==> config.mk <==
export PLATFORM = sky130hd
export DESIGN_NAME = rgbb_cfg
export DESIGN_NICKNAME = d
export VERILOG_FILES = /design/src/rtl/rgbb_pkg.sv /design/src/rtl/rgbb_cfg.sv
export SDC_FILE = /design/constraint.sdc
export NUM_CORES = 1
export LEC_CHECK = 0
export ABC_AREA = 1
export BUFFER_PORTS_ARGS = -buffer_cell sky130_fd_sc_hd__buf_2
export CAP_MARGIN = 20
export CORE_ASPECT_RATIO = 0.5
export CORE_UTILIZATION = 26
export CTS_BUF_LIST = sky130_fd_sc_hd__clkbuf_2 sky130_fd_sc_hd__clkbuf_4 sky130_fd_sc_hd__clkbuf_8
export CTS_CLUSTER_DIAMETER = 30
export DETAILED_ROUTE_END_ITERATION = 10
export PLACE_DENSITY_LB_ADDON = 0.25
export SETUP_SLACK_MARGIN = 0.5
export SLEW_MARGIN = 20
export SYNTH_ARGS = -nofsm -noshare
export SYNTH_HDL_FRONTEND = slang
export SYNTH_SLANG_ARGS = --single-unit
==> constraint.sdc <==
create_clock -name clk -period 1.3 [get_ports clk]
set_input_delay 0.26 -clock clk [delete_from_list [all_inputs] [get_ports clk]]
set_output_delay 0.26 -clock clk [all_outputs]
set_load 0.005 [all_outputs]
==> src/rtl/rgbb_pkg.sv <==
// shared constants, types and helpers for the rotated rgb565 blitter
`timescale 1ns / 1ps
`default_nettype none

package rgbb_pkg;

  localparam int unsigned FRAME_WORDS = 1048576;
  localparam int unsigned MAX_SIDE    = 2048;

  localparam int COORD_W  = 11;
  localparam int CHAN_W   = 8;
  localparam int REG_W    = 12;
  localparam int PIX_W    = 16;
  localparam int WADDR_W  = 20;
  localparam int STATUS_W = 2;

  localparam int MEM_AW  = $clog2(FRAME_WORDS);
  localparam int PROD_W  = COORD_W + REG_W;
  localparam int SUM_W   = (MEM_AW > PROD_W) ? MEM_AW : PROD_W;

  localparam int NUM_REGS  = 6;
  localparam int PADDR_W   = $clog2(NUM_REGS * 4);
  localparam int REG_IDX_W = PADDR_W - 2;
  localparam int PDATA_W   = 32;

  typedef enum logic [REG_IDX_W-1:0] {
    REG_ROTATION,
    REG_LINE_PITCH,
    REG_PANEL_WIDTH,
    REG_PANEL_HEIGHT,
    REG_IMAGE_WIDTH,
    REG_IMAGE_HEIGHT
  } reg_idx_t;

  typedef enum logic [STATUS_W-1:0] {
    ST_CLIPPED,
    ST_SAME,
    ST_WRITTEN,
    ST_BEYOND
  } status_t;

  // effective geometry, already limited to the largest side
  typedef struct packed {
    logic [1:0]       rotation;
    logic [REG_W-1:0] line_pitch;
    logic [REG_W-1:0] panel_width;
    logic [REG_W-1:0] panel_height;
    logic [REG_W-1:0] image_width;
    logic [REG_W-1:0] image_height;
  } cfg_t;

  function automatic logic [REG_W-1:0] side_clamp(input logic [REG_W-1:0] v);
    side_clamp = (32'(v) > MAX_SIDE) ? REG_W'(MAX_SIDE) : v;
  endfunction

endpackage

`default_nettype wire

==> src/rtl/rgbb_cfg.sv <==
// apb register bank holding rotation and geometry settings
`timescale 1ns / 1ps
`default_nettype none

module rgbb_cfg import rgbb_pkg::*; (
  input  wire logic               clk,
  input  wire logic               rst,
  input  wire logic               psel,
  input  wire logic               penable,
  input  wire logic               pwrite,
  input  wire logic [PADDR_W-1:0] paddr,
  input  wire logic [PDATA_W-1:0] pwdata,
  output logic      [PDATA_W-1:0] prdata,
  output logic                    pready,
  output cfg_t                    cfg
);

  logic [1:0]       rotation;
  logic [REG_W-1:0] line_pitch;
  logic [REG_W-1:0] panel_width;
  logic [REG_W-1:0] panel_height;
  logic [REG_W-1:0] image_width;
  logic [REG_W-1:0] image_height;

  reg_idx_t idx;
  logic     wr_en;

  assign pready = 1'b1;
  assign idx    = reg_idx_t'(paddr[PADDR_W-1:2]);
  assign wr_en  = psel && penable && pwrite && pready;

  always_ff @(posedge clk) begin
    if (rst) begin
      rotation     <= 2'd0;
      line_pitch   <= REG_W'(1024);
      panel_width  <= REG_W'(1024);
      panel_height <= REG_W'(768);
      image_width  <= '0;
      image_height <= '0;
    end else if (wr_en) begin
      case (idx)
        REG_ROTATION:     rotation     <= pwdata[1:0];
        REG_LINE_PITCH:   line_pitch   <= pwdata[REG_W-1:0];
        REG_PANEL_WIDTH:  panel_width  <= pwdata[REG_W-1:0];
        REG_PANEL_HEIGHT: panel_height <= pwdata[REG_W-1:0];
        REG_IMAGE_WIDTH:  image_width  <= pwdata[REG_W-1:0];
        REG_IMAGE_HEIGHT: image_height <= pwdata[REG_W-1:0];
        default: ;
      endcase
    end
  end

  always_comb begin
    case (idx)
      REG_ROTATION:     prdata = PDATA_W'(rotation);
      REG_LINE_PITCH:   prdata = PDATA_W'(line_pitch);
      REG_PANEL_WIDTH:  prdata = PDATA_W'(panel_width);
      REG_PANEL_HEIGHT: prdata = PDATA_W'(panel_height);
      REG_IMAGE_WIDTH:  prdata = PDATA_W'(image_width);
      REG_IMAGE_HEIGHT: prdata = PDATA_W'(image_height);
      default:          prdata = '0;
    endcase
  end

  assign cfg.rotation     = rotation;
  assign cfg.line_pitch   = side_clamp(line_pitch);
  assign cfg.panel_width  = side_clamp(panel_width);
  assign cfg.panel_height = side_clamp(panel_height);
  assign cfg.image_width  = side_clamp(image_width);
  assign cfg.image_height = side_clamp(image_height);

endmodule

`default_nettype wire

# Word-level counts from Yosys, hierarchy flattened

Index checks and enable logic that the tools add are counted.

Order comparisons: 5
Eq/ne operators: 5
Multiplexer cells: 6
Reductions and logical operators: 9

Operators with widths:

| operator                                               | count |
|---|---|
| one-hot mux 12 bit (6 select lines)                    | 1 |
| greater-than comparator 12 bit (second input constant) | 5 |
| two-way mux 12 bit                                     | 5 |
| AND reduction 2 bit                                    | 6 |
| == test 3 x 2 -> 1 bit (second input constant)         | 2 |
| == test 3 bit (second input constant)                  | 2 |
| == test 3 x 1 -> 1 bit (second input constant)         | 1 |
| zero test 3 bit                                        | 1 |
| logical AND 1 bit                                      | 2 |

Bits in registers: 62
Output and inout bits: 95
Word-level logic and storage cells: 31

# Longest topological paths before layout

Gate-level depths: netlist of the first run.

Word-level depth: 3
Depth in mapped cells: 8
Depth with buffers taken out: 6

# Least setup slack after synthesis of the first run

Ideal clock, no wire load.

Kind: input to output
From: in paddr[4]
To: out prdata[0]
Arrival time: 1007 ps
Data required time: 1040 ps
Path slack: 33 ps
Stages: 7
Buffers on the path: 2
Cells stage by stage: buf_2 > inv_2 > nand3_1 > buf_2 > o21ai_0 > nor2_1 > nand2_1

Word-level cells in the longest chain between the ends: 2
Elaborated cells on any way between the ends: 7
Classes of those cells: 5 x eq/ne; 1 x mux; 1 x reduce/logical

Ends and longest elaborated chain:

| element                                 | line           | RTL |
|---|---|---|
| start: declaration                      | rgbb_cfg.sv:11 | `input wire logic [PADDR_W-1:0] paddr,` |
| == test 3 bit (tied with other cells)   | rgbb_cfg.sv:54 | `case (idx)` |
| one-hot mux 12 bit (6 select lines) (*) | rgbb_cfg.sv:54 |  |
| end: declaration                        | rgbb_cfg.sv:13 | `output logic [PDATA_W-1:0] prdata,` |

Mark *: on every way between the ends. The rest lies on a longest branch, timed or not.

==> results of run 1 <==
## worst max-delay path: stages, from the launching register on
cell,delay (ps)
sky130_fd_sc_hd__dfxtp_2,320
sky130_fd_sc_hd__nor2_1,110
sky130_fd_sc_hd__nand2_1,100
sky130_fd_sc_hd__nor2_4,180
sky130_fd_sc_hd__nand2_4,100
sky130_fd_sc_hd__a21oi_2,150
sky130_fd_sc_hd__buf_2,140
## cell families (layout without fill, tap and decap cells)
group                  count (synthesis)  in the layout
buffers and inverters                127            310
and+or+nand+nor                      257            264
other                                  2             21
DFF                                   62             62
AOI/OAI and AO/OA                    127            127
## registers in the layout, summed over array words and instances, names as in the netlist
signal        cells
image_width      12
image_height     12
rotation          2
line_pitch       12
panel_height     12
panel_width      12
## worst paths after layout
| check | endpoint | slack, ps | cells past startpoint |
|---|---|---|---|
| worst max-delay path | cfg[57] | -420 | 6 |
| worst min register to register | rotation[0]$_SDFFE_PP0P_ | 510 | 2 |
| worst min-delay path | line_pitch[11]$_SDFFE_PP0P_ | 240 | 3 |
| worst max register to register | image_width[11]$_SDFFE_PP0P_ | 390 | 4 |
## where the power goes
part	total (W)	internal, W	switching [W]
registers	0.00193	0.00191	0.0000250
logic	0.000813	0.000324	0.000489
clock network	0.00200	0.00120	0.000805
## layout make-up
class	instances	area share
Tap cell	170	0.0304
Timing Repair inverter	1	0.000895
Timing Repair Buffer	222	0.273
Sequential cell	62	0.190
Clock inverter	3	0.00966
Inverter	71	0.0521
Clock buffer	13	0.0229
Multi-Input combinational cell	412	0.421
## Yosys cell counts
master,number,area share
sky130_fd_sc_hd__nor2_2,2,0.0035
sky130_fd_sc_hd__buf_6,1,0.0031
sky130_fd_sc_hd__nor2_1,144,0.15
sky130_fd_sc_hd__inv_1,65,0.068
sky130_fd_sc_hd__buf_4,24,0.050
sky130_fd_sc_hd__a21oi_1,52,0.072
sky130_fd_sc_hd__o21ai_1,33,0.046
sky130_fd_sc_hd__inv_2,5,0.0052
sky130_fd_sc_hd__nor3_1,42,0.058
sky130_fd_sc_hd__nand2_1,37,0.039
sky130_fd_sc_hd__clkinv_1,1,0.0010
sky130_fd_sc_hd__nand3b_1,6,0.013
sky130_fd_sc_hd__nor2_4,3,0.0094
sky130_fd_sc_hd__o211ai_1,2,0.0042
sky130_fd_sc_hd__nand3_1,19,0.026
sky130_fd_sc_hd__o21ai_0,40,0.056
sky130_fd_sc_hd__clkbuf_1,20,0.021
sky130_fd_sc_hd__conb_1,2,0.0021
sky130_fd_sc_hd__buf_2,11,0.015
sky130_fd_sc_hd__dfxtp_1,62,0.35
sky130_fd_sc_hd__nand3_2,4,0.011
## through the flow
stage / setup TNS (ps) / area [um^2] / hold WS, ps
3_3_place_gp: -7860 / 5050 / 499
3_5_place_dp: -8260 / 5050 / 511
6_report: -20090 / 6990 / 239
5_1_grt: -24530 / 6990 / 229
2_1_floorplan: 0 / 4050 / 377
4_1_cts: -20270 / 6340 / 241
## routing by layer
| metal | part of all wire | global-route usage |
|---|---|---|
| met3 | 0.061 | 0.0443 |
| met5 | 0 | 0 |
| met2 | 0.48 | 0.358 |
| met1 | 0.44 | 0.290 |
| met4 | 0.017 | 0.0661 |
## what timing repair did
| item | CTS | global route |
|---|---|---|
| gates cloned | 10 | 2 |
| gates resized for setup | 274 | 167 |
| pin swaps | 65 | 75 |
| setup buffers | 18 | 12 |
| endpoints found under the setup margin | 136 | 136 |
| hold buffers | 0 | 0 |
==> implementation parameters, run 1 <==
Parameter                              Value

Layout
  Area of all sequential standard cells    1330 um^2
  Commonest cells after routing, fill and taps aside    sky130_fd_sc_hd__nor2_1 (94), sky130_fd_sc_hd__buf_2 (85), sky130_fd_sc_hd__buf_4 (64)
  Cell Count, Final, Fillers Out    954
  Post-Route Utilization    0.535
  Fill cell instance count of the final layout    1183
  Nets    821
  Area grow syn2layout    94.6%
  Most common library cell in the layout ignoring fill and taps    sky130_fd_sc_hd__nor2_1
  Antenna cells    0
  Share of cells above drive strength 1    0.699
  Area used by multi-input combinational logic    2940 um^2

Routing
  Drt first-iter violations    276
  Drt via density    4.77
  Total via count after detailed routing    4550
  Residual DRC count    0
  WL/cell    16.6 um
  Total Wirelength    15900 um
  Number of iterations in the first detailed-routing pass    6
  Count of antenna-violating nets left after detailed routing    0

Run
  Number of max-cap violations    0

Synth
  Post-synthesis share of cell area spent on and, or, nand and nor gates    0.311
  YS warnings    0
  Mux share of post-synthesis cell area    0
  Sequential element share of the synthesized area    0.345
  Post-synth design cell area    3590 um^2
  Fraction of the mapped netlist area in adder cells    0
  Number of flip-flops and latches in the synthesized netlist    62
  Largest family of logic cells by synthesized area    simple AND/OR/NAND/NOR gates
  Compound-cell area share of the yosys netlist    0.178
  Unique cell type count in the Yosys netlist    21
  Average footprint of a synthesized cell    6.25 um^2
  Xor/xnor cell area share of the yosys netlist    0
  Synthesized netlist cell count    575

Die
  Initial Util    0.275
  Floorplan core area    13100 um^2
  Top Ports    137
  Chip width    168 um
  Die Y    85.1 um
  Total number of placement rows    29
  DIE AREA    14300 um^2

Critical path
  Startpoint of the worst-slack reg-to-reg timing path    image_width[11]$_SDFFE_PP0P_
  Endpoint kind of the worst setup timing path    output pin
  Data arrival time of the worst path    1460 ps
  Worst setup path category    flop to output pin
  Startpoint of the most critical setup path    line_pitch[0]$_SDFFE_PP0P_
  CP Launch Type    flop
  Max FO, Critical Path    5
  Required @ worst endpoint    1040 ps

Min path
  Hold path startpoint    pwdata[11]
  Min-delay worst type    input port to flop

Timing
  Shortest clock period the worst path allows after layout    1720 ps
  Unrepaired setup endpoints after global routing    true
  Period utilisation layout    1.32
  Post-route clock skew    0 ps
  Final hold violations    0
  Number of slew-limit violations in the final report    0
  Count of endpoints failing setup in the final report    68
  Timing-limited maximum frequency    0.582 GHz
  Slack of the critical path    -418 ps

Power
  Pwr Total    0.00475 W
  Worst-case vdd ir drop    0.416 mV
  Leakage    2.98 nW
  Total power divided by cell area    679 nW/um^2

Placement
  Count of placed standard cells including taps    896
  Half-perimeter wire length after placement    10400 um
  Gpl congestion    0.841
  Count of port buffers added during placement    93
  Minimum setup slack after placement    -287 ps

CTS
  Insertion delay of the later-clocked pin in the worst-skew pair    350 ps
  # H-tree levels    3
  Number of clock buffers inserted by TritonCTS    9
  Clock transition at path regs    70 ps
  CTS Root Buffer Type    sky130_fd_sc_hd__clkbuf_8
  CTS tree    built
  Clock Sink Count    62
  CTS Buffer Depth    2

GRT
  Initial antenna violation count    0
  Largest net degree at the start of global routing    63
  Wire length of the first global-routing pass    23800 um
  Number of global-route vias before repair    4448
  Aggregate global routing overflow    0
  Global routing usage summed across all routing layers    0.218

Status
  Run status    finished, violations left
  Violated checks    negative setup slack
Note: power is estimated with default switching activity, not from simulation.
==> run 2: changes to the inputs <==
clock period = 1.8 ns   (was 1.3 ns; I/O delays follow)
==> run 2 against run 1 <==
Net effect:
- via count shrank 2.3%
- the run still ends with negative setup slack left
- first-iteration DRC count shrank 5.4%
- critical endpoint is now cfg[19]
- count of clock-buffer cells in the layout shrank 1
- clock skew is the same
- final cell count shrank 4.6%
- routed wire length shrank 5.6%
- register-to-register slack gained 440 ps
- setup slack gained 390 ps
- design area shrank 13%
- sequential share of layout area grew 2.7 points
==> implementation parameters, run 2 (synthesized netlist as in run 1, its figures left out) <==
Parameter                              Value

Status
  Run status    finished, violations left
  Violated checks    negative setup slack

Die
  Initial Util    0.275
  Top Ports    137
  DIE AREA    14300 um^2
  Die Y    85.1 um
  Chip width    168 um
  Total number of placement rows    29
  Floorplan core area    13100 um^2

Placement
  Half-perimeter wire length after placement    9450 um
  Count of placed standard cells including taps    830
  Count of port buffers added during placement    93
  Minimum setup slack after placement    12.2 ps
  Gpl congestion    0.814

CTS
  CTS Buffer Depth    2
  Number of clock buffers inserted by TritonCTS    9
  Clock Sink Count    62
  Clock transition at path regs    70 ps
  Insertion delay of the later-clocked pin in the worst-skew pair    360 ps
  CTS Root Buffer Type    sky130_fd_sc_hd__clkbuf_8
  Count of hold-fix buffers inserted at cts    0
  # H-tree levels    3
  CTS tree    built

GRT
  Largest net degree at the start of global routing    63
  Initial antenna violation count    0
  Aggregate global routing overflow    0
  Wire length of the first global-routing pass    22400 um
  Global routing usage summed across all routing layers    0.209
  Number of global-route vias before repair    4069

Critical path
  Number of buffer and inverter instances along the worst setup path    1
  CP Launch Type    flop
  Cell with the largest stage delay on the worst path    sky130_fd_sc_hd__dfxtp_4
  Endpoint kind of the worst setup timing path    output pin
  Critical-path cell list    nor2_2 -> nand2_2 -> nor2_4 -> nand2_4 -> a21oi_2 -> buf_2
  Depth of the worst register-to-register path    5
  Data arrival time of the worst path    1470 ps
  Required @ worst endpoint    1440 ps
  Cell depth of the worst setup path    6
  Critical Path Max Stage Delay    350 ps
  Max FO, Critical Path    5
  Reg2reg setup slack    830 ps
  Crit path max-delay family    simple AND/OR/NAND/NOR gates
  Worst setup path category    flop to output pin

Power
  Leakage    2.66 nW
  Combinational share of power    0.174
  Sequential power share    0.462
  Worst-case vdd ir drop    0.248 mV
  Clock Power Share    0.364
  Switching power summed over all nets    0.000898 W
  Total power divided by cell area    497 nW/um^2
  Internal    0.00213 W
  Switching fraction of total power    0.296

Routing
  Number of iterations in the first detailed-routing pass    5
  Residual DRC count    0
  Uppermost metal layer occupied by signal nets    met4
  Total Wirelength    15000 um
  Met2 WL post-DR    7030 um
  Drt via density    4.89
  Total via count after detailed routing    4447
  Count of antenna-violating nets left after detailed routing    0
  WL/cell    16.5 um
  Length of routed met3 wiring    999 um
  Drt first-iter violations    261
  Detailed-route wire length on metal 1    6620 um

Timing
  Period utilisation layout    1.02
  Number of slew-limit violations in the final report    0
  Final hold violations    0
  Post-route clock skew    0 ps
  Slack of the critical path    -27.7 ps
  Timing-limited maximum frequency    0.547 GHz
  Unrepaired setup endpoints after global routing    true
  Count of endpoints failing setup in the final report    5
  Shortest clock period the worst path allows after layout    1830 ps

Layout
  Cell Count, Final, Fillers Out    910
  Share of cells above drive strength 1    0.568
  Nets    779
  Most common library cell in the layout ignoring fill and taps    sky130_fd_sc_hd__nor2_1
  Antenna cells    0
  Commonest cells after routing, fill and taps aside    sky130_fd_sc_hd__nor2_1 (111), sky130_fd_sc_hd__buf_2 (88), sky130_fd_sc_hd__inv_1 (52)
  Fill cell instance count of the final layout    1288
  Area grow syn2layout    69.9%

Min path
  Worst Hold Path Cells    3
  Min-delay worst type    input port to flop

Run
  Number of max-cap violations    0
## run 2: cell count changes in the layout (fill, tap and decap cells not counted), moves of 5 or more
cell                      before  now
sky130_fd_sc_hd__nor2_2       27   12
sky130_fd_sc_hd__buf_12       13    8
sky130_fd_sc_hd__inv_4        21    5
sky130_fd_sc_hd__o21ai_0       5   23
sky130_fd_sc_hd__inv_1        32   52
sky130_fd_sc_hd__o21ai_2      41   21
sky130_fd_sc_hd__nor2_1       94  111
sky130_fd_sc_hd__nor3_1       14   33
sky130_fd_sc_hd__nor3_2       21    3
sky130_fd_sc_hd__buf_4        64   49
sky130_fd_sc_hd__buf_6        54   31
## run 2: metrics by stage
step                      area [um^2]  hold WS [ps]  total power, W  TNS (ps)   util
after floorplan                  3740           467         0.00164         0      -
after global routing             6110           359         0.00315     -2190  0.467
after CTS                        5500           342         0.00297      -151  0.421
after global placement           4330           499         0.00176     -49.2  0.331
final                            6110           350         0.00303     -45.5  0.467
after detailed placement         4330           510         0.00176         0  0.331
## run 2: timing repair
action,4_1_cts,5_1_grt
setup endpoints to repair,100,97
gates resized for setup,219,119
pin swaps,42,63
setup buffers,31,22
cloned,11,2
## run 2: path summary, 6_finish.rpt
kind	startpoint	end
setup / recovery	image_width[4]$_SDFFE_PP0P_	cfg[19]
hold / removal	pwdata[11]	panel_height[11]$_SDFFE_PP0P_
setup reg to reg	image_width[6]$_SDFFE_PP0P_	image_width[6]$_SDFFE_PP0P_
hold reg to reg	line_pitch[10]$_SDFFE_PP1P_	line_pitch[10]$_SDFFE_PP1P_
## run 2: metal layers
layer	GRT usage	vias up
met1	0.274	2112
met5	0	-
li1	-	2140
met3	0.0462	26
met2	0.345	169
met4	0.0587	0
## run 2: cell type report
cell class,count,area (um^2),area share
Clock inverter,2,10.0,0.00164
Tap cell,170,213,0.0348
Timing Repair Buffer,181,1420,0.232
Inverter,71,292,0.0477
Sequential cell,62,1320,0.216
Multi-Input combinational cell,412,2700,0.443
Clock buffer,12,153,0.0250
## run 2: tightest hold or removal path, stage by stage
cell,delay (ps)
sky130_fd_sc_hd__buf_2,170
sky130_fd_sc_hd__nor2_1,110
sky130_fd_sc_hd__nor2_1,50
## run 2: power groups by stage
stage               combinational, W  sequential (W)  clock [W]
finish                      0.000527         0.00140    0.00110
floorplan                   0.000203         0.00143          0
global route                0.000560         0.00140    0.00119
global placement            0.000323         0.00144          0
CTS                         0.000459         0.00140    0.00110
detailed placement          0.000324         0.00144          0
